==> src/rtl/core/lzfd_pkg.sv <==
`default_nettype none
package lzfd_pkg;

  localparam int unsigned LANES = 4;
  localparam logic [23:0] MAX_OUT_RESET = 24'd614400;
  localparam logic [4:0] REFILL_HIGH = 5'd31;

  typedef enum logic [3:0] {
    PH_TYPE = 4'd0,
    PH_KIND = 4'd1,
    PH_LEN1 = 4'd2,
    PH_LEN0 = 4'd3,
    PH_LIT  = 4'd4,
    PH_SOFF = 4'd5,
    PH_LLO  = 4'd6,
    PH_LHI  = 4'd7,
    PH_XLEN = 4'd8,
    PH_DONE = 4'd9
  } phase_t;

  typedef enum logic [1:0] {
    ST_DATA = 2'd0,
    ST_END  = 2'd1,
    ST_OVER = 2'd2,
    ST_REF  = 2'd3
  } status_t;

  typedef enum logic [1:0] {
    CMD_LIT  = 2'd0,
    CMD_COPY = 2'd1,
    CMD_END  = 2'd2
  } cmd_kind_t;

  typedef enum logic [2:0] {
    BK_IDLE  = 3'd0,
    BK_CHECK = 3'd1,
    BK_WRITE = 3'd2,
    BK_EMIT  = 3'd3,
    BK_FLUSH = 3'd4
  } back_state_t;

  typedef struct packed {
    logic [7:0] in_byte;
    logic       first_of_image;
  } in_item_t;

  typedef struct packed {
    logic [7:0] out_byte0;
    logic [7:0] out_byte1;
    logic [7:0] out_byte2;
    logic [7:0] out_byte3;
    logic [2:0] byte_count;
    logic       last_of_run;
    status_t    status;
  } out_item_t;

  typedef struct packed {
    cmd_kind_t   kind;
    logic        restart;
    logic [7:0]  lit;
    logic [8:0]  len;
    logic [12:0] distance;
  } cmd_t;

endpackage
`default_nettype wire

==> src/rtl/core/lzfd_cmd_queue.sv <==
`default_nettype none
module lzfd_cmd_queue (
  input  wire logic           clk,
  input  wire logic           rst,
  input  wire logic           push,
  input  wire lzfd_pkg::cmd_t push_cmd,
  output logic                not_full,
  input  wire logic           pop,
  output logic                not_empty,
  output lzfd_pkg::cmd_t      head
);

  lzfd_pkg::cmd_t slots [2];
  logic           wptr, rptr;
  logic [1:0]     fill;

  assign not_full  = fill != 2'd2;
  assign not_empty = fill != 2'd0;
  assign head      = slots[rptr];

  always_ff @(posedge clk) begin
    if (push) begin
      slots[wptr] <= push_cmd;
    end
  end

  always_ff @(posedge clk) begin
    if (rst) begin
      wptr <= 1'b0;
      rptr <= 1'b0;
      fill <= 2'd0;
    end else begin
      if (push) wptr <= !wptr;
      if (pop) rptr <= !rptr;
      fill <= fill + {1'b0, push} - {1'b0, pop};
    end
  end

endmodule
`default_nettype wire

==> config.mk <==
export PLATFORM = sky130hd
export DESIGN_NAME = lzfd_cmd_queue
export DESIGN_NICKNAME = d
export VERILOG_FILES = /design/src/rtl/core/lzfd_pkg.sv /design/src/rtl/core/lzfd_cmd_queue.sv
export SDC_FILE = /design/constraint.sdc
export NUM_CORES = 1
export LEC_CHECK = 0
export ABC_CLOCK_PERIOD_IN_PS = 2500
export BUFFER_PORTS_ARGS = -buffer_cell sky130_fd_sc_hd__buf_2
export CORE_MARGIN = 1.5
export CORE_UTILIZATION = 25
export CTS_BUF_LIST = sky130_fd_sc_hd__clkbuf_2
export CTS_CLUSTER_DIAMETER = 30
export CTS_CLUSTER_SIZE = 28
export DETAILED_ROUTE_END_ITERATION = 8
export PLACE_DENSITY_LB_ADDON = 0.25
export SYNTH_ARGS = -nofsm -noshare
export SYNTH_HDL_FRONTEND = slang
export SYNTH_SLANG_ARGS = --single-unit
==> constraint.sdc <==
create_clock -name clk -period 2.5 [get_ports clk]
set_input_delay 0.375 -clock clk [delete_from_list [all_inputs] [get_ports clk]]
set_output_delay 0.375 -clock clk [all_outputs]
set_load 0.02 [all_outputs]
==> flow_summary.ini, run 1 <==
[critical_path]
reg2regPathDepth = 2
path_max_fanout = 20
max_stage_delay_ns = 0.38
critical_path.startpoint_type = register
reg2reg_from = wptr
worstPathCellList = buf_4 -> mux2_2 -> buf_2
crit_type = reg2out
crit_path_top_delay_cell = mux2_2
rrSetupSlack_ns = 1.07
required_ns = 2.12
cp-end-kind = output pin
reg2reg_to = slots[1][18]
cp_data_arrival_time_ns = 1.72

[status]
status = finished clean

[timing]
fin_crit_sh_pct = 84.0
hold_viol_final = 0
maxSlewViolCount = 0
setup_tns_ns = 0
fin_crit_ns = 2.10
fmax_mhz = 476
relSlewSlack_pct = 71.7
tightest_slew_ns = 0.424
skew_ns = 0.0260
finalHoldWorstSlack_ns = 0.0691
setup_viol = 0
rsz0062_at_grt = false

[synth]
ys_seq_elements = 71
synth_cell_types = 15
syn_nets = 163
synth_cells = 124
ys_seq_area_share_pct = 75.6
avgSynthCellArea_um2 = 22.2
syn-cell-area_um2 = 2750
yosysWarnings = 0

[worst_hold_path]
holdCritStartpoint = push_cmd[25]
hold_path_end = slots[1][25]
hold_path_class = in2reg
whs_path_depth = 1

[global_routing]
met2_usage_pct = 15.1
grtUsageMet1_pct = 10.2
grt_max_degree = 24
grt_use_met3_pct = 3.19
busiest_layer = met2
grt_pass1_wl_um = 7520
grt_usage_pct = 9.07
antenna_found_initial = 0
grt_pass1_vias = 1468
grt_overflow_total = 0

[route]
viasPerCell = 3.88
vias = 1474
drc = 0
avgRoutedWirePerCell_um = 13.2
final_antenna_net_count = 0
drtIter0Drc = 48
routed_wl_um = 5020
first_pass_iters = 3

[power]
comb_power_share_pct = 17.3
clkPwrFrac_pct = 28.9
power_frac_seq_pct = 53.8
power.internal_w = 0.00195
switching_share_pct = 25.4
power.density_nw_per_um2 = 707
ir_drop_uv = 233
power_leakage_nw = 1.47
p_switching_w = 0.000664

[cts]
htree_levels = 3
cts_buffers = 9
clock_sinks = 71
clkTransAtPathRegs_ns = 0.18
clockBufferDepth = 2
cts_root_buf = clkbuf_2
clkLatencyLatePin_ns = 0.50
cts_tree = built
postCtsResizedCells = 0

[die]
start_util_pct = 25.5
dieArea_um2 = 11700
die_x_um = 108
dieHeight_um = 108
rows = 38
core_area_um2 = 10800
io_pins = 72

[flow_run]
maxCapViolCount = 0

[final_layout]
layout_commonest_cell = buf_2
diodes = 0
layout_common_cells = buf_2, edfxtp_1, mux2_4
fillers = 1039
syn2layout_area_growth_pct = 34.2
drive_gt1_share_pct = 53.8
nNetsFinal = 274

[place]
gp_congestion = 0.658
portBuffers = 71
dp.final_hpwl_um = 3260
[critical path: cells and delay by family (launching register included)]
kind                   cells  cell delay, ns
DFF                        1            0.36
buffers and inverters      2            0.50
muxes                      1            0.38
[metrics by stage]
stage | instance area (um^2) | setup WS [ns] | utilization (%) | cells | total power (W)
5_1_grt | 3700 | 0.227 | 34.2 | 380 | 0.00275
3_3_place_gp | 3270 | 0.921 | 30.3 | 336 | 0.00186
3_5_place_dp | 3270 | 0.901 | 30.3 | 336 | 0.00186
6_report | 3700 | 0.401 | 34.2 | 380 | 0.00261
4_1_cts | 3570 | 0.290 | 33.0 | 367 | 0.00265
2_1_floorplan | 2750 | 0.208 | - | 124 | 0.00173
[state kept, by name (all words and copies together), names as in the netlist, named ones only]
register	cells
slots	66
wptr	1
fill	2
rptr	1
[cell families (layout without fill, tap and decap cells)]
family / after synthesis / in the layout / share of synthesized area [%]
muxes: 33 / 33 / 17.6
adders and majority gates: 2 / 2 / 0.909
and+or+nand+nor: 9 / 9 / 1.59
DFF: 71 / 71 / 75.6
xor gates and xnor gates: 3 / 3 / 1.45
buffers and inverters: 6 / 122 / 2.86
[layout make-up]
type / count / area, um^2 / area share [%]
multi-input combinational: 47 / 602 / 16.3
inverter: 2 / 7.51 / 0.203
tap: 140 / 175 / 4.74
timing repair buffer: 104 / 686 / 18.6
clock inverter: 6 / 92.6 / 2.51
clock buffer: 10 / 50.0 / 1.35
sequential: 71 / 2080 / 56.4
[layer usage]
layer | vias to the layer above | share of wire (%)
met5 | - | 0
met4 | 0 | 1.4
met3 | 8 | 4.9
met2 | 46 | 51
met1 | 720 | 43
li1 | 700 | -
[power groups by stage]
stage          Clock, W  Sequential, W  Combinational (W)
2_1_floorplan         0        0.00143           0.000303
3_3_place_gp          0        0.00143           0.000426
3_5_place_dp          0        0.00143           0.000428
4_1_cts        0.000792        0.00141           0.000449
5_1_grt        0.000844        0.00141           0.000487
6_report       0.000754        0.00141           0.000452
[worst max-delay path by stage]
| stage | end | cells past startpoint | from | slack, ns |
|---|---|---|---|---|
| floorplan | slots[0][0] | 1 | push | 0.21 |
| global placement | head[32] | 3 | register | 0.92 |
| detailed placement | head[32] | 3 | register | 0.90 |
| CTS | head[32] | 3 | register | 0.29 |
| global route | head[32] | 3 | register | 0.23 |
| finish | head[32] | 3 | register | 0.40 |
[synth_stat cells, drive strengths merged]
library cell   n  area (um^2)
buf            4         71.3
mux2          33          484
xnor2          2         17.5
inv            2         7.51
dfxtp          5          100
xnor3          1         22.5
or2            1         6.26
nand2          1         3.75
nor2           4         15.0
nor2b          2         12.5
edfxtp        66         1980
ha             2         25.0
and2           1         6.26
[timing repair]
item	in CTS	in global routing
hold buffers	15	13
endpoints found under the hold margin	27	22
buffers inserted	0	0
endpoints found under the setup margin	0	0
No activity file was read; power rests on OpenSTA's default activity.
==> inputs of run 2 (changes only) <==
--- a/config.mk
+++ b/config.mk
@@ -5,7 +5,7 @@
 export SDC_FILE = /design/constraint.sdc
 export NUM_CORES = 1
 export LEC_CHECK = 0
-export ABC_CLOCK_PERIOD_IN_PS = 2500
+export ABC_CLOCK_PERIOD_IN_PS = 1800
 export BUFFER_PORTS_ARGS = -buffer_cell sky130_fd_sc_hd__buf_2
 export CORE_MARGIN = 1.5
 export CORE_UTILIZATION = 25
==> constraint.sdc (replaced) <==
create_clock -name clk -period 1.8 [get_ports clk]
set_input_delay 0.27 -clock clk [delete_from_list [all_inputs] [get_ports clk]]
set_output_delay 0.27 -clock clk [all_outputs]
set_load 0.02 [all_outputs]
==> run 2 against run 1 <==
Effect of this change: cell count up 2.1%; setup slack got worse by 0.42 ns; combinational power up 61%; worst hold slack gained 0.012 ns; the run now ends with setup timing left; flip-flop and latch count stayed put; sequential power is 39% higher; global-route usage up 0.26 points; sequential share of layout area is 2.5 points lower; critical path depth is the same; critical endpoint is now head[6]; die area unchanged.
==> flow_summary.ini, run 2 (synthesized netlist as in run 1, its figures left out) <==
[status]
status = complete, but fails checks
failed_checks = setup timing

[critical_path]
reg2regPathDepth = 6
crit_path_top_delay_cell = dfxtp_4
worstPathCellList = clkbuf_16 -> mux2_4 -> buf_2
cp_data_arrival_time_ns = 1.55
cp-end-kind = output pin
reg2reg_from = fill[0]
path_max_fanout = 9
max_stage_delay_ns = 0.45
crit_type = reg2out
rrSetupSlack_ns = 0.44
reg2reg_to = fill[1]
required_ns = 1.53
critical_path.startpoint_type = register

[power]
power.density_nw_per_um2 = 872
comb_power_share_pct = 21.6
power_leakage_nw = 1.54
switching_share_pct = 26.3
power.internal_w = 0.00249
clkPwrFrac_pct = 20.4
ir_drop_uv = 307
power_frac_seq_pct = 58.1
p_switching_w = 0.000889

[global_routing]
grt_max_degree = 24
antenna_found_initial = 0
grt_pass1_vias = 1539
grt_usage_pct = 9.33
grt_overflow_total = 0
grt_pass1_wl_um = 7750

[final_layout]
regArea_um2 = 2090
reg_top3 = slots (66), fill (2)
drive_gt1_share_pct = 52.4
layout_common_cells = edfxtp_1, buf_2, dlygate4sd3_1
layout_commonest_cell = edfxtp_1
largest_register_ffs = 66
nNetsFinal = 283
syn2layout_area_growth_pct = 40.5
fillers = 1059
design_area_um2 = 3870
diodes = 0
largest_register = slots
multi_input_area_um2 = 602

[timing]
rsz0062_at_grt = true
relSlewSlack_pct = 76.5
finalHoldWorstSlack_ns = 0.0813
maxSlewViolCount = 0
hold_viol_final = 0
tightest_slew_ns = 0.353
setup_viol = 10
setup_tns_ns = -0.0982
layout_setup_ws_ns = -0.0154
fin_crit_sh_pct = 101
fmax_mhz = 551
skew_ns = 0.0129
fin_crit_ns = 1.82

[cts]
clkTransAtPathRegs_ns = 0.17
cts_root_buf = clkbuf_2
clock_sinks = 71
cts_buffers = 9
cts_tree = built
clkLatencyLatePin_ns = 0.47
clockBufferDepth = 2
htree_levels = 3

[route]
routed_wl_um = 5330
wl_met2_um = 2660
avgRoutedWirePerCell_um = 13.7
final_antenna_net_count = 0
first_pass_iters = 3
drc = 0
routed-wl-met3_um = 213
viasPerCell = 3.85
drtIter0Drc = 28
wl_met1_um = 2340
maxUsedRoutingLayer = met4
vias = 1495

[worst_hold_path]
whs_path_depth = 3
hold_path_class = in2reg
holdCritStartpoint = pop
hold_path_end = rptr

[place]
dp_worst_setup_slack_ns = 0.316
portBuffers = 71
gp_congestion = 0.633
dp.final_hpwl_um = 3420
dpl-instance-area_um2 = 3300

[die]
dieArea_um2 = 11700
rows = 38
die_x_um = 108
io_pins = 72
start_util_pct = 25.5
core_area_um2 = 10800
dieHeight_um = 108

[flow_run]
maxCapViolCount = 0
-- run 2: stage by stage --
| step | total power (W) | instances | utilization [%] |
|---|---|---|---|
| floorplan | 0.00241 | 124 | - |
| global placement | 0.00259 | 336 | 30.6 |
| detailed placement | 0.00260 | 336 | 30.6 |
| CTS | 0.00341 | 387 | 35.0 |
| global route | 0.00357 | 388 | 35.9 |
| finish | 0.00338 | 388 | 35.9 |
-- run 2: area by class of cell --
| type | count | share of cell area [%] |
|---|---|---|
| sequential | 71 | 53.9 |
| timing repair buffer | 113 | 23.9 |
| multi-input combinational | 47 | 15.6 |
| tap | 140 | 4.53 |
| clock buffer | 10 | 1.29 |
| clock inverter | 5 | 0.679 |
| inverter | 2 | 0.194 |
-- run 2: worst max-delay path by stage --
stage	end	slack, ns	cells past startpoint
6_report	head[6]	-0.02	3
3_5_place_dp	head[10]	0.32	3
3_3_place_gp	head[10]	0.33	3
4_1_cts	head[27]	-0.13	3
5_1_grt	head[6]	-0.13	3
2_1_floorplan	slots[0][0]	0.19	1
-- run 2: timing repair --
action / CTS / global route
gates resized for setup: 15 / 22
hold buffers: 34 / 0
cloned: 0 / 1
setup endpoints to repair: 33 / 33
hold endpoints to repair: 71 / 0
setup buffers: 2 / 0
-- run 2: critical path: cells and delay by family (launching register included) --
| family | cells | cell delay [ns] |
|---|---|---|
| DFF | 1 | 0.45 |
| muxes | 1 | 0.30 |
| buffers and inverters | 2 | 0.35 |
-- run 2: per-layer routing --
metal / up-vias / track usage [%]
li1: 714 / -
met1: 725 / 11.1
met2: 46 / 15.2
met3: 10 / 1.93
met4: 0 / 6.30
met5: - / 0
-- run 2: power groups by stage --
stage                     clock network [W]  logic, W  registers [W]
final                              0.000688  0.000728        0.00196
after global routing               0.000815  0.000780        0.00197
after CTS                          0.000755  0.000694        0.00196
after detailed placement                  0  0.000597        0.00200
after global placement                    0  0.000593        0.00200
after floorplan                           0  0.000422        0.00198
