==> src/rtl/core/lzfd_pkg.sv <==
`default_nettype none
package lzfd_pkg;

  localparam int unsigned LANES = 4;
  localparam logic [23:0] MAX_OUT_RESET = 24'd614400;
  localparam logic [4:0] REFILL_HIGH = 5'd31;

  typedef enum logic [3:0] {
    PH_TYPE = 4'd0,
    PH_KIND = 4'd1,
    PH_LEN1 = 4'd2,
    PH_LEN0 = 4'd3,
    PH_LIT  = 4'd4,
    PH_SOFF = 4'd5,
    PH_LLO  = 4'd6,
    PH_LHI  = 4'd7,
    PH_XLEN = 4'd8,
    PH_DONE = 4'd9
  } phase_t;

  typedef enum logic [1:0] {
    ST_DATA = 2'd0,
    ST_END  = 2'd1,
    ST_OVER = 2'd2,
    ST_REF  = 2'd3
  } status_t;

  typedef enum logic [1:0] {
    CMD_LIT  = 2'd0,
    CMD_COPY = 2'd1,
    CMD_END  = 2'd2
  } cmd_kind_t;

  typedef enum logic [2:0] {
    BK_IDLE  = 3'd0,
    BK_CHECK = 3'd1,
    BK_WRITE = 3'd2,
    BK_EMIT  = 3'd3,
    BK_FLUSH = 3'd4
  } back_state_t;

  typedef struct packed {
    logic [7:0] in_byte;
    logic       first_of_image;
  } in_item_t;

  typedef struct packed {
    logic [7:0] out_byte0;
    logic [7:0] out_byte1;
    logic [7:0] out_byte2;
    logic [7:0] out_byte3;
    logic [2:0] byte_count;
    logic       last_of_run;
    status_t    status;
  } out_item_t;

  typedef struct packed {
    cmd_kind_t   kind;
    logic        restart;
    logic [7:0]  lit;
    logic [8:0]  len;
    logic [12:0] distance;
  } cmd_t;

endpackage
`default_nettype wire

==> src/rtl/core/lzfd_front.sv <==
`default_nettype none
module lzfd_front (
  input  wire logic               clk,
  input  wire logic               rst,
  input  wire logic               in_valid,
  output logic                    in_stall,
  input  wire lzfd_pkg::in_item_t in_data,
  output logic                    cmd_valid,
  input  wire logic               cmd_ready,
  output lzfd_pkg::cmd_t          cmd
);

  typedef struct packed {
    lzfd_pkg::phase_t phase;
    logic [15:0]      fw;
    logic [4:0]       bits;
    logic [8:0]       plen;
  } pstate_t;

  // consume flag bits while the token still needs them (at most four)
  function automatic pstate_t run_bits(input pstate_t s);
    pstate_t r;
    logic    b;
    r = s;
    for (int i = 0; i < 4; i++) begin
      if (r.phase <= lzfd_pkg::PH_LEN0 && r.bits >= 5'd1 && r.bits <= 5'd16) begin
        b = r.fw[0];
        r.fw = r.fw >> 1;
        r.bits = r.bits - 5'd1;
        unique case (r.phase)
          lzfd_pkg::PH_TYPE: r.phase = b ? lzfd_pkg::PH_LIT : lzfd_pkg::PH_KIND;
          lzfd_pkg::PH_KIND: r.phase = b ? lzfd_pkg::PH_LLO : lzfd_pkg::PH_LEN1;
          lzfd_pkg::PH_LEN1: begin
            r.plen = {7'd0, b, 1'b0};
            r.phase = lzfd_pkg::PH_LEN0;
          end
          default: begin
            r.plen = r.plen + {8'd0, b} + 9'd3;
            r.phase = lzfd_pkg::PH_SOFF;
          end
        endcase
      end
    end
    return r;
  endfunction

  pstate_t     ps, ps_next;
  logic [7:0]  held, held_next;
  logic [12:0] pdist, pdist_next;
  logic        restart_pend, restart_pend_next;
  logic        accept;

  assign in_stall = !cmd_ready;
  assign accept   = in_valid && cmd_ready;

  always_comb begin
    pstate_t    s;
    logic [7:0] b;
    logic       run;
    s = in_data.first_of_image ? pstate_t'{lzfd_pkg::PH_TYPE, 16'd0, 5'd0, 9'd0} : ps;
    b = in_data.in_byte;
    run = 1'b1;
    held_next = in_data.first_of_image ? 8'd0 : held;
    pdist_next = in_data.first_of_image ? 13'd0 : pdist;
    restart_pend_next = restart_pend | in_data.first_of_image;
    cmd_valid = 1'b0;
    cmd = '{lzfd_pkg::CMD_LIT, restart_pend_next, b, 9'd1, 13'd0};
    if (s.phase >= lzfd_pkg::PH_DONE) begin
      run = 1'b0;
    end else if (s.bits == lzfd_pkg::REFILL_HIGH) begin
      s.fw = {b, held_next};
      s.bits = 5'd16;
    end else if (s.bits == 5'd0 || s.bits > 5'd16) begin
      held_next = b;
      s.bits = lzfd_pkg::REFILL_HIGH;
      run = 1'b0;
    end else begin
      priority case (s.phase)
        lzfd_pkg::PH_LIT: begin
          cmd_valid = 1'b1;
          s.phase = lzfd_pkg::PH_TYPE;
        end
        lzfd_pkg::PH_SOFF: begin
          cmd_valid = 1'b1;
          cmd.kind = lzfd_pkg::CMD_COPY;
          cmd.len = s.plen;
          cmd.distance = 13'h100 - {5'd0, b};
          s.phase = lzfd_pkg::PH_TYPE;
        end
        lzfd_pkg::PH_LLO: begin
          held_next = b;
          s.phase = lzfd_pkg::PH_LHI;
        end
        lzfd_pkg::PH_LHI: begin
          pdist_next = 13'h1000 - {1'b0, b[7:4], held_next};
          if (b[3:0] == 4'd0) begin
            s.phase = lzfd_pkg::PH_XLEN;
          end else begin
            cmd_valid = 1'b1;
            cmd.kind = lzfd_pkg::CMD_COPY;
            cmd.len = {5'd0, b[3:0]} + 9'd3;
            cmd.distance = pdist_next;
            s.phase = lzfd_pkg::PH_TYPE;
          end
        end
        lzfd_pkg::PH_XLEN: begin
          cmd_valid = 1'b1;
          if (b == 8'd0) begin
            cmd.kind = lzfd_pkg::CMD_END;
            s.phase = lzfd_pkg::PH_DONE;
            run = 1'b0;
          end else begin
            cmd.kind = lzfd_pkg::CMD_COPY;
            cmd.len = {1'b0, b} + 9'd1;
            cmd.distance = pdist_next;
            s.phase = lzfd_pkg::PH_TYPE;
          end
        end
        default: ;
      endcase
    end
    ps_next = run ? run_bits(s) : s;
    if (cmd_valid) begin
      restart_pend_next = 1'b0;
    end
    cmd_valid = cmd_valid && accept;
  end

  always_ff @(posedge clk) begin
    if (rst) begin
      ps <= '{lzfd_pkg::PH_TYPE, 16'd0, 5'd0, 9'd0};
      held <= 8'd0;
      pdist <= 13'd0;
      restart_pend <= 1'b0;
    end else if (accept) begin
      ps <= ps_next;
      held <= held_next;
      pdist <= pdist_next;
      restart_pend <= restart_pend_next;
    end
  end

endmodule
`default_nettype wire

==> config.mk <==
export PLATFORM = sky130hd
export DESIGN_NAME = lzfd_front
export DESIGN_NICKNAME = d
export VERILOG_FILES = /design/src/rtl/core/lzfd_pkg.sv /design/src/rtl/core/lzfd_front.sv
export SDC_FILE = /design/constraint.sdc
export NUM_CORES = 1
export LEC_CHECK = 0
export ABC_AREA = 0
export BUFFER_PORTS_ARGS = -buffer_cell sky130_fd_sc_hd__buf_4
export CAP_MARGIN = 20
export CORE_ASPECT_RATIO = 1.4
export CORE_MARGIN = 1.5
export CORE_UTILIZATION = 45
export DETAILED_ROUTE_END_ITERATION = 10
export PLACE_DENSITY = 0.73
export SLEW_MARGIN = 20
export SYNTH_ARGS = -nofsm -noshare
export SYNTH_HDL_FRONTEND = slang
export SYNTH_SLANG_ARGS = --single-unit
==> constraint.sdc <==
create_clock -name clk -period 10.4 [get_ports clk]
set_clock_uncertainty 0.2 [all_clocks]
set_input_delay 1.04 -clock clk [delete_from_list [all_inputs] [get_ports clk]]
set_output_delay 1.04 -clock clk [all_outputs]
set_load 0.03 [all_outputs]
==> reports/qor.log, run 1 <==
INFO  die            area_of_the_core=15,610um^2
INFO  grt            all_layer_global_routing_usage=29.16%
INFO  layout         num-nets-final=1,058
INFO  synthesis      share_of_flip_flops_with_an_asynchronous_set_or_reset_after_synthesis=0%
INFO  layout         layout.cells.most_common_list=nor2_1, nand2_1, a21oi_1
INFO  routing        routed_wire_length_per_instance=20.26um
INFO  synthesis      synth_fp_nets=1,056
INFO  sta            final_max_slew_viols=0
INFO  die            io_pins=48
INFO  clocking       tritoncts.num_buffers=5
INFO  clocking       cts_htree_levels=2
INFO  clocking       post_cts_resize_count=0
INFO  power_and_ir_drop design_power_total=970.4uW
INFO  setup_path     critPathMaxStageDelay=590ps
INFO  grt            initial_antenna_violation_count=0
INFO  layout         layout.cells.most_common=nor2_1
INFO  synthesis      synth_adder_area_share=3.579%
INFO  setup_path     setup.worst_path.class=in2reg
INFO  synthesis      synth_sequential_area_ratio=15.57%
INFO  routing        detailedRoute.firstIterationViolations=1,285
INFO  layout         area_delta_synth_final=8.721%
INFO  clocking       cts_tree=built
INFO  power_and_ir_drop power_density=123.9nW/um^2
INFO  grt            grt_start_max_net_pins=47
INFO  clocking       cts.reportedPaths.clkPinSlew=90ps
INFO  layout         antenna_fix_cells=0
INFO  synthesis      synth_top_area_share=15.57%
INFO  synthesis      ys_seq_elements=56
INFO  placed_design  number_of_port_buffers=47
INFO  setup_path     critPathMostFrequentCell=ha_1
INFO  setup_path     endpoint_kind=register
INFO  clocking       cts.path.max_buffers=2
INFO  setup_path     critPathArrivalTime=8800ps
INFO  synthesis      synth_cells=1,024
INFO  synthesis      synth_top_family_by_area=compound AO/OA/AOI/OAI gates
INFO  routing        drc=0
INFO  sta            final_period_utilization=84.25%
INFO  routing        route.vias.total=8,277
INFO  synthesis      postSynth.topFlopCell=dfxtp_1
INFO  setup_path     critical_path_peak_fanout=15
INFO  synthesis      yosys.cell_types.count=93
INFO  power_and_ir_drop peakVddDrop=0.06417mV
INFO  setup_path     library_cell_contributing_the_largest_single_delay_on_the_critical_path=a2111oi_4
INFO  clocking       cts.sink_count=56
INFO  sta            grt_setup_unrepaired=no
INFO  hold_path      worst_hold_path_type=reg2reg
INFO  layout         seqCellArea=1121um^2
INFO  sta            total_neg_setup_slack=0ps
INFO  sta            timing.fmax=114.1MHz
INFO  synthesis      synth-simple-area-share=27.12%
INFO  synthesis      synth-compound-area-share=33.98%
INFO  clocking       clock_latency=300ps
INFO  synthesis      synth_top_area_cell=dfxtp_1
INFO  routing        avgViaCountPerCell=6.768
INFO  sta            timing_worst_slew_pin_value=1118ps
INFO  placed_design  placer_congestion=0.9600
INFO  clocking       clk_root_buffer_cell=clkbuf_16
INFO  layout         layout-drive-gt1-share=12.46%
INFO  die            die_area=16,780um^2
INFO  clocking       cts.repair_timing.setup_buffer_count=0
INFO  sta            finalCriticalPeriod=8762ps
INFO  synthesis      ys_top_cells_by_area=dfxtp_1, nor2_1, mux2i_1, a21oi_1, nand2_1
INFO  run_status     outcome=finished clean
INFO  synthesis      postSynthAreaPerCell=7.033um^2
INFO  layout         fillerInstances=1,549
INFO  power_and_ir_drop p_leak=2.878nW
INFO  synthesis      muxShareOfSynthArea=8.565%
INFO  synthesis      yosysWarnings=0
INFO  placed_design  hpwlAfterDp=18.54mm
INFO  die            dieWidth=109.9um
INFO  setup_path     cp-start-kind=input port
INFO  synthesis      synth_xor_xnor_area_share=5.090%
INFO  layout         multiInputGateArea=5680um^2
INFO  grt            grt_first_pass_wirelength=39.38mm
INFO  die            die-height=152.7um
INFO  setup_path     worst_ep_required_time=10,440ps
INFO  routing        routed_wl=24.78mm
INFO  flow_run       drv_cap=0
INFO  synthesis      synth_area=7202um^2
INFO  sta            maxSlewHeadroom=25.32%
INFO  grt            gr-total-overflow=0
INFO  routing        ant_nets=0
INFO  sta            timing.final.setup_violations=0
INFO  synthesis      synth_enable_flop_cells=0
INFO  clocking       cts.hold.buffers_added=0
INFO  grt            via_count_of_the_first_global_routing_pass=7,773
INFO  sta            timing.final.hold_violations=0
INFO  die            initial_util=46.14%
INFO  routing        detailedRoute.firstPassIterationCount=8
INFO  die            placementRows=54
[sequential cells by signal, summed over array words and instances (netlist names)]
register / flops
ps: 34
held: 8
pdist: 13
restart_pend: 1
[cells by family after synthesis]
family                   after synthesis
XOR/XNOR                              41
AND/OR/NAND/NOR                      398
multiplexers                          60
buffers and inverters                102
flip-flops                            56
adder cells (fa/ha/maj)               21
AO/OA/AOI/OAI                        346
[worst paths after layout]
kind,startpoint,endpoint,slack [ps],cells after the start
setup / recovery,in_data[0],ps[8],1640,34
hold reg to reg,ps[29],ps[29],250,2
setup reg to reg,ps[9],ps[8],1990,33
hold / removal,ps[29],ps[29],250,2
[metal layers]
| metal | routed length, um | global-route usage (%) | vias to the layer above |
|---|---|---|---|
| met4 | 1027 | 15.28 | 0 |
| met1 | 9800 | 35.17 | 3895 |
| met2 | 12140 | 49.45 | 431 |
| li1 | - | - | 3863 |
| met5 | 0 | 0 | - |
| met3 | 1816 | 3.593 | 88 |
[cell usage after synthesis, types with 10 or more instances]
master	n
xnor2_1	29
nor3_1	38
nand2_1	98
a22oi_1	35
a32oi_1	13
a21oi_1	85
xor2_1	11
nand2b_1	13
a31oi_1	18
mux2_2	11
nor2_1	129
clkbuf_1	51
and3_1	14
nand3_1	16
ha_1	19
mux2i_1	47
and2_1	12
a211oi_1	10
o211ai_1	12
inv_1	25
dfxtp_1	56
o21ai_0	47
buf_4	10
nor2b_1	18
[power breakdown]
group          internal, mW  switching, mW  total, mW
registers             0.221        0.00939      0.231
logic                 0.192          0.362      0.554
clock network        0.0920         0.0943      0.186
[metrics by stage]
stage	hold WS (ps)	util [%]	area [um^2]	instances	worst slack, ps
final	254.2	50.17	7830	1223	1638
after global routing	275.4	50.17	7830	1223	765.4
after CTS	251.8	50.13	7824	1223	1798
after detailed placement	241.7	49.15	7671	1215	1511
after global placement	234.9	49.15	7671	1215	1678
after floorplan	222.8	-	7202	1024	768.3
[layout make-up]
type,instances,area share (%)
timing repair buffer,71,6.807
clock inverter,3,0.3515
multi-input combinational,866,72.55
tap,196,3.132
inverter,26,1.246
clock buffer,5,1.598
sequential,56,14.32
[critical path, delay by kind of cell]
kind / cells / cell delay [ps]
AOI/OAI and AO/OA: 11 / 2760
xor gates and xnor gates: 2 / 640
adders and majority gates: 6 / 1610
buffers and inverters: 6 / 790
and+or+nand+nor: 9 / 1920
No activity file was read; power rests on OpenSTA's default activity.
==> inputs of run 2 (changes only) <==
Settings changed: PLACE_DENSITY 0.73 to 0.76.
Clock period 10.4 ns to 7.9 ns, I/O delays scaled along.
==> run 2 against run 1 <==
Effect of this change:
- routed wire length grew 3.3%
- die area stayed put
- clock power rose by 45%
- global-route usage up 1.3 points
- non-clock buffer count grew 15
- sequential share of layout area down 0.37 points
- register-to-register slack got worse by 1400 ps
- combinational power rose by 39%
- critical path depth shrank 4
- setup slack worse by 1100 ps
- largest cell class unchanged
- total power rose by 38%
- design area increased by 2.7%
==> reports/qor.log, run 2 (synthesis gave the netlist of run 1 again) <==
INFO  hold_path      worst_hold_path_type=reg2reg
INFO  placed_design  number_of_port_buffers=47 [unchanged]
INFO  routing        avgViaCountPerCell=6.750 [-0.27%]
INFO  placed_design  number_of_instances_in_the_placed_design=1,230 [+1.2%]
INFO  routing        ant_nets=0 [unchanged]
INFO  layout         final_standard_cell_count_with_taps_included_and_fillers_excluded=1,238 [+1.2%]
INFO  grt            grt_start_max_net_pins=47 [unchanged]
INFO  routing        detailedRoute.firstIterationViolations=1,125 [-12%]
INFO  setup_path     critical_path.reg2reg.endpoint=ps[8]
INFO  setup_path     crit_end=ps[8]
INFO  sta            timing.final.hold_violations=0 [unchanged]
INFO  grt            via_count_of_the_first_global_routing_pass=7,990 [+2.8%]
INFO  sta            grt_setup_unrepaired=no
INFO  clocking       cts.sink_count=56 [unchanged]
INFO  grt            all_layer_global_routing_usage=30.51% [+1.3 points]
INFO  placed_design  hpwlAfterDp=19.01mm [+2.5%]
INFO  setup_path     critPathArrivalTime=7430ps [-1370 ps]
INFO  clocking       cts_htree_levels=2 [unchanged]
INFO  routing        drc=0 [unchanged]
INFO  sta            final_period_utilization=93.56%
INFO  clocking       cts.hold.buffers_added=0 [unchanged]
INFO  setup_path     critPathMaxStageDelay=520ps [-70 ps]
INFO  clocking       clk_root_buffer_cell=clkbuf_16
INFO  setup_path     worst_ep_required_time=7940ps [-2500 ps]
INFO  setup_path     critPathMostFrequentCell=ha_1
INFO  clocking       cts.reportedPaths.clkPinSlew=80ps [about the same]
INFO  placed_design  dpl-instance-area=7850um^2 [+2.3%]
INFO  clocking       cts.repair_timing.setup_buffer_count=0 [unchanged]
INFO  die            initial_util=46.14% [unchanged]
INFO  sta            timing.final.setup_violations=0 [unchanged]
INFO  die            area_of_the_core=15,610um^2 [unchanged]
INFO  routing        routed_wl=25.60mm [+3.3%]
INFO  clocking       tritoncts.num_buffers=5 [unchanged]
INFO  sta            timing.fmax=135.3MHz
INFO  layout         final_cell_area=8040um^2 [+2.7%]
INFO  routing        detailedRoute.firstPassIterationCount=6 [-2]
INFO  layout         reg.largest.list=ps: 34 flops, pdist: 13 flops, held: 8 flops
INFO  sta            finalCriticalPeriod=7391ps
INFO  layout         area_delta_synth_final=11.64%
INFO  setup_path     worst_r2r_startpoint=ps[10]
INFO  clocking       clock_latency=300ps [about the same]
INFO  die            io_pins=48 [unchanged]
INFO  clocking       cts_tree=built
INFO  sta            maxSlewHeadroom=31.33% [+6.0 points]
INFO  die            die_area=16,780um^2 [unchanged]
INFO  sta            fin_hold_ws=258.0ps [+3.857 ps]
INFO  run_status     outcome=finished clean
INFO  setup_path     library_cell_contributing_the_largest_single_delay_on_the_critical_path=or4_4
INFO  clocking       post_cts_resize_count=0 [unchanged]
INFO  flow_run       drv_cap=0 [unchanged]
INFO  placed_design  placer_congestion=1.005 [+4.7%]
INFO  sta            timing_worst_slew_pin_value=1026ps [-91.33 ps]
INFO  layout         max_flop_register=ps
INFO  setup_path     r2r.worst_path.cells=32 [-3.0%]
INFO  layout         layout.cells.most_common=nor2_1
INFO  sta            total_neg_setup_slack=0ps [unchanged]
INFO  power_and_ir_drop p_leak=2.975nW [+3.4%]
INFO  clocking       cts.path.max_buffers=2 [unchanged]
INFO  power_and_ir_drop power_density=166.6nW/um^2 [+34%]
INFO  setup_path     cp-start-kind=input port
INFO  die            placementRows=54 [unchanged]
INFO  layout         num-nets-final=1,073 [+1.4%]
INFO  routing        route.vias.total=8,356 [+0.95%]
INFO  die            dieWidth=109.9um [unchanged]
INFO  grt            gr-total-overflow=0 [unchanged]
INFO  die            die-height=152.7um [unchanged]
INFO  grt            initial_antenna_violation_count=0 [unchanged]
INFO  routing        routed_wire_length_per_instance=20.68um [+2.1%]
INFO  layout         antenna_fix_cells=0 [unchanged]
INFO  setup_path     worst_setup_path_startpoint=in_data[0]
INFO  grt            grt_first_pass_wirelength=41.17mm [+4.5%]
INFO  layout         largest_register_ffs=34 [unchanged]
INFO  setup_path     critical_path_peak_fanout=14 [-1]
INFO  layout         layout-drive-gt1-share=14.88% [+2.4 points]
INFO  sta            final_max_slew_viols=0 [unchanged]
INFO  setup_path     setup.worst_path.class=in2reg
INFO  setup_path     endpoint_kind=register
INFO  setup_path     r2r_setup_slack=580ps [-1410 ps]
INFO  power_and_ir_drop peakVddDrop=0.07830mV [+22%]
INFO  layout         layout.cells.most_common_list=nor2_1, nand2_1, buf_4
[run 2: cell types whose count changed in the layout (fill, tap and decap cells not counted), moves of 2 or more]
cell     delta
o21ai_0     -2
inv_2       +2
a31oi_1     -2
inv_1       -2
nor2_1      -2
buf_4      +15
nor2_4      +2
[run 2: worst min path at each step]
stage / start / end / slack [ps] / cells after the start
after floorplan: ps[22] / ps[22] / 220 / 2
after global placement: ps[29] / ps[29] / 230 / 2
after detailed placement: ps[29] / ps[29] / 240 / 2
after CTS: ps[29] / ps[29] / 250 / 2
after global routing: ps[29] / ps[29] / 270 / 2
final: ps[22] / ps[22] / 260 / 2
[run 2: layout make-up]
| class | count | area, um^2 |
|---|---|---|
| clock buffer | 6 | 128.9 |
| timing repair buffer | 86 | 645.6 |
| tap | 196 | 245.2 |
| clock inverter | 2 | 38.79 |
| fill | 1556 | 7567 |
| sequential | 56 | 1121 |
| multi-input combinational | 866 | 5763 |
| inverter | 26 | 97.59 |
[run 2: power breakdown]
group          leakage (nW)  switching (mW)  total [mW]  internal, mW
Clock                0.0815           0.117       0.269         0.152
Combinational          2.44           0.494       0.769         0.274
Sequential            0.453          0.0109       0.302         0.291
[run 2: worst max-delay path: cells and delay by family]
| kind | cells | cell delay [ps] |
|---|---|---|
| buffers and inverters | 6 | 760 |
| and+or+nand+nor | 6 | 1750 |
| AOI/OAI and AO/OA | 12 | 2940 |
| xor gates and xnor gates | 1 | 180 |
| adders and majority gates | 5 | 990 |
[run 2: per-layer routing]
| layer | wire (um) | GRT usage [%] |
|---|---|---|
| met1 | 10230 | 36.90 |
| met2 | 12250 | 50.84 |
| met4 | 1321 | 16.94 |
| met5 | 0 | 0 |
| met3 | 1804 | 4.192 |
[run 2: through the flow]
step / util (%) / worst slack, ps / total power [mW]
2_1_floorplan: - / 21.73 / 0.8709
3_3_place_gp: 50.30 / 354.8 / 1.044
3_5_place_dp: 50.30 / 154.3 / 1.048
4_1_cts: 51.37 / 442.4 / 1.317
5_1_grt: 51.52 / 47.30 / 1.413
6_report: 51.52 / 509.1 / 1.340
==> inputs of run 3 (changes only) <==
Clock period 7.9 ns to 6.7 ns, I/O delays scaled along.
==> run 3 against run 2 <==
Effect of this change:
- first-iteration DRC count is 5.8% lower
- largest cell class unchanged
- utilization is 6.7 points higher
- clock-buffer cell count is 1 lower
- largest power group unchanged
- critical path depth is 1 lower
- routed wire length is 4.4% higher
==> reports/qor.log, run 3 (synthesis gave the netlist of run 1 again) <==
INFO  layout         max_flop_register=ps
INFO  placed_design  placer_congestion=1.018 [+1.3%]
INFO  sta            total_neg_setup_slack=0ps [unchanged]
INFO  hold_path      worst_hold_path_type=reg2reg
INFO  routing        drc=0 [unchanged]
INFO  setup_path     critPathMostFrequentCell=buf_4
INFO  layout         area_delta_synth_final=26.25%
INFO  setup_path     r2r.worst_path.cells=29 [-9.4%]
INFO  setup_path     r2r_setup_slack=140ps [-440 ps]
INFO  die            dieWidth=109.9um [unchanged]
INFO  die            io_pins=48 [unchanged]
INFO  setup_path     critPathMaxStageDelay=520ps [about the same]
INFO  setup_path     worst_ep_required_time=6700ps [-1240 ps]
INFO  die            die-height=152.7um [unchanged]
INFO  setup_path     library_cell_contributing_the_largest_single_delay_on_the_critical_path=or4_4
INFO  layout         layout.cells.most_common=buf_4
INFO  routing        routed_wl=26.74mm [+4.4%]
INFO  grt            grt_first_pass_wirelength=41.19mm [about the same]
INFO  clocking       cts.reportedPaths.clkPinSlew=80ps [about the same]
INFO  layout         final_cell_area=9092um^2 [+13%]
INFO  clocking       cts_htree_levels=2 [unchanged]
INFO  run_status     outcome=finished clean
INFO  routing        routed_wire_length_per_instance=20.16um [-2.5%]
INFO  setup_path     critPathArrivalTime=6560ps [-870 ps]
INFO  placed_design  dpl-instance-area=8621um^2 [+9.8%]
INFO  grt            via_count_of_the_first_global_routing_pass=7,979 [-0.14%]
INFO  clocking       cts.sink_count=56 [unchanged]
INFO  hold_path      worstHoldStart=ps[22]
INFO  sta            timing.fmax=152.5MHz
INFO  sta            grt_setup_unrepaired=yes
INFO  power_and_ir_drop power_density=197.2nW/um^2 [+18%]
INFO  clocking       cts.path.max_buffers=2 [unchanged]
INFO  setup_path     critical_path.reg2reg.endpoint=ps[19]
INFO  clocking       clock_latency=310ps [about the same]
INFO  clocking       clk_root_buffer_cell=clkbuf_16
INFO  sta            fin_ws=142.8ps [-366.3 ps]
INFO  placed_design  number_of_instances_in_the_placed_design=1,299 [+5.6%]
INFO  power_and_ir_drop peakVddDrop=0.1076mV [+37%]
INFO  placed_design  hpwlAfterDp=20.02mm [+5.4%]
INFO  power_and_ir_drop p_leak=3.444nW [+16%]
INFO  layout         layout.cells.most_common_list=buf_4, nor2_1, nand2_1
INFO  hold_path      min_path_cells=2 [unchanged]
INFO  sta            timing.final.setup_violations=0 [unchanged]
INFO  clocking       tritoncts.num_buffers=5 [unchanged]
INFO  routing        detailedRoute.firstPassIterationCount=6 [unchanged]
INFO  die            initial_util=46.14% [unchanged]
INFO  grt            initial_antenna_violation_count=0 [unchanged]
INFO  setup_path     worst_r2r_startpoint=ps[12]
INFO  placed_design  dpl_worst_slack=-96.00ps [-250.3 ps]
INFO  grt            gr-total-overflow=0 [unchanged]
INFO  layout         reg.largest.list=ps: 34 flops, pdist: 13 flops, held: 8 flops
INFO  sta            timing_worst_slew_pin_value=1021ps [-5.643 ps]
INFO  sta            final_period_utilization=97.87%
INFO  hold_path      worst_case_hold_path_end_point=ps[22]
INFO  sta            finalCriticalPeriod=6557ps
INFO  grt            all_layer_global_routing_usage=30.60% [+0.086 points]
INFO  routing        route.vias.total=8,724 [+4.4%]
INFO  setup_path     critical_path_peak_fanout=14 [unchanged]
INFO  layout         largest_register_ffs=34 [unchanged]
INFO  clocking       cts_tree=built
INFO  routing        ant_nets=0 [unchanged]
INFO  setup_path     cp-start-kind=register
INFO  flow_run       drv_cap=0 [unchanged]
INFO  placed_design  number_of_port_buffers=47 [unchanged]
INFO  layout         num-nets-final=1,161 [+8.2%]
INFO  die            die_area=16,780um^2 [unchanged]
INFO  sta            final_max_slew_viols=0 [unchanged]
INFO  routing        detailedRoute.firstIterationViolations=1,060 [-5.8%]
INFO  setup_path     setup.worst_path.class=reg2reg
INFO  die            placementRows=54 [unchanged]
INFO  layout         final_standard_cell_count_with_taps_included_and_fillers_excluded=1,326 [+7.1%]
INFO  sta            maxSlewHeadroom=31.44% [+0.11 points]
INFO  layout         utilization=58.26% [+6.7 points]
INFO  setup_path     endpoint_kind=register
INFO  routing        avgViaCountPerCell=6.579 [-2.5%]
INFO  sta            timing.final.hold_violations=0 [unchanged]
INFO  layout         antenna_fix_cells=0 [unchanged]
INFO  die            area_of_the_core=15,610um^2 [unchanged]
INFO  layout         layout-drive-gt1-share=26.37% [+11 points]
INFO  grt            grt_start_max_net_pins=40 [-15%]
-- run 3: changes by cell type in the layout (fill, tap and decap cells not counted), moves of 4 or more --
| cell | before | now |
|---|---|---|
| nor2_4 | 3 | 8 |
| ha_4 | 1 | 5 |
| a211oi_1 | 10 | 6 |
| ha_2 | 0 | 5 |
| nor2_1 | 126 | 120 |
| buf_4 | 86 | 169 |
| ha_1 | 18 | 9 |
-- run 3: stage by stage --
step                      hold slack, ps  total power [mW]
after floorplan                    222.8             1.138
after global placement             237.1             1.394
final                              255.8             1.793
after global routing               291.5             1.883
after detailed placement           248.6             1.401
after CTS                          259.5             1.675
-- run 3: where the power goes --
part | switching, mW | total, mW | internal [mW]
Clock | 0.137 | 0.277 | 0.140
Combinational | 0.679 | 1.16 | 0.480
Sequential | 0.0132 | 0.357 | 0.343
-- run 3: worst max path at each step --
stage,from,end,slack [ps]
final,ps[12],ps[19],140
after global routing,ps[12],ps[8],-100
after global placement,in_data[0],ps[8],30
after CTS,ps[9],ps[8],20
after floorplan,in_data[0],ps[8],-530
after detailed placement,in_data[0],ps[8],-100
-- run 3: cell type report --
type                    count  area [um^2]
fillers                  1470         6515
multi-input cells         866         6135
repair buffers            174         1338
flip-flops and latches     56         1126
well taps                 196        245.2
clock buffers               5        125.1
inverters                  26        102.6
clock inverters             3        21.27
-- run 3: worst max-delay path: cells and delay by family (launching register included) --
| family | cells | cell delay (ps) |
|---|---|---|
| and+or+nand+nor | 7 | 1450 |
| DFF | 1 | 370 |
| buffers and inverters | 6 | 840 |
| AOI/OAI and AO/OA | 11 | 2410 |
| xor gates and xnor gates | 1 | 180 |
| muxes | 1 | 400 |
| adders and majority gates | 3 | 570 |
-- run 3: layer usage --
metal	up-vias	global-route usage [%]	routed length, um
met2	446	51.55	12950
met5	-	0	0
met1	4141	38.47	10790
li1	4040	-	-
met3	97	3.379	1774
met4	0	13.54	1227
-- run 3: repair_timing --
action,in CTS,in global routing
setup buffers,0,18
setup endpoints to repair,0,24
endpoints found under the hold margin,0,0
gates resized for setup,0,38
hold buffers,0,0
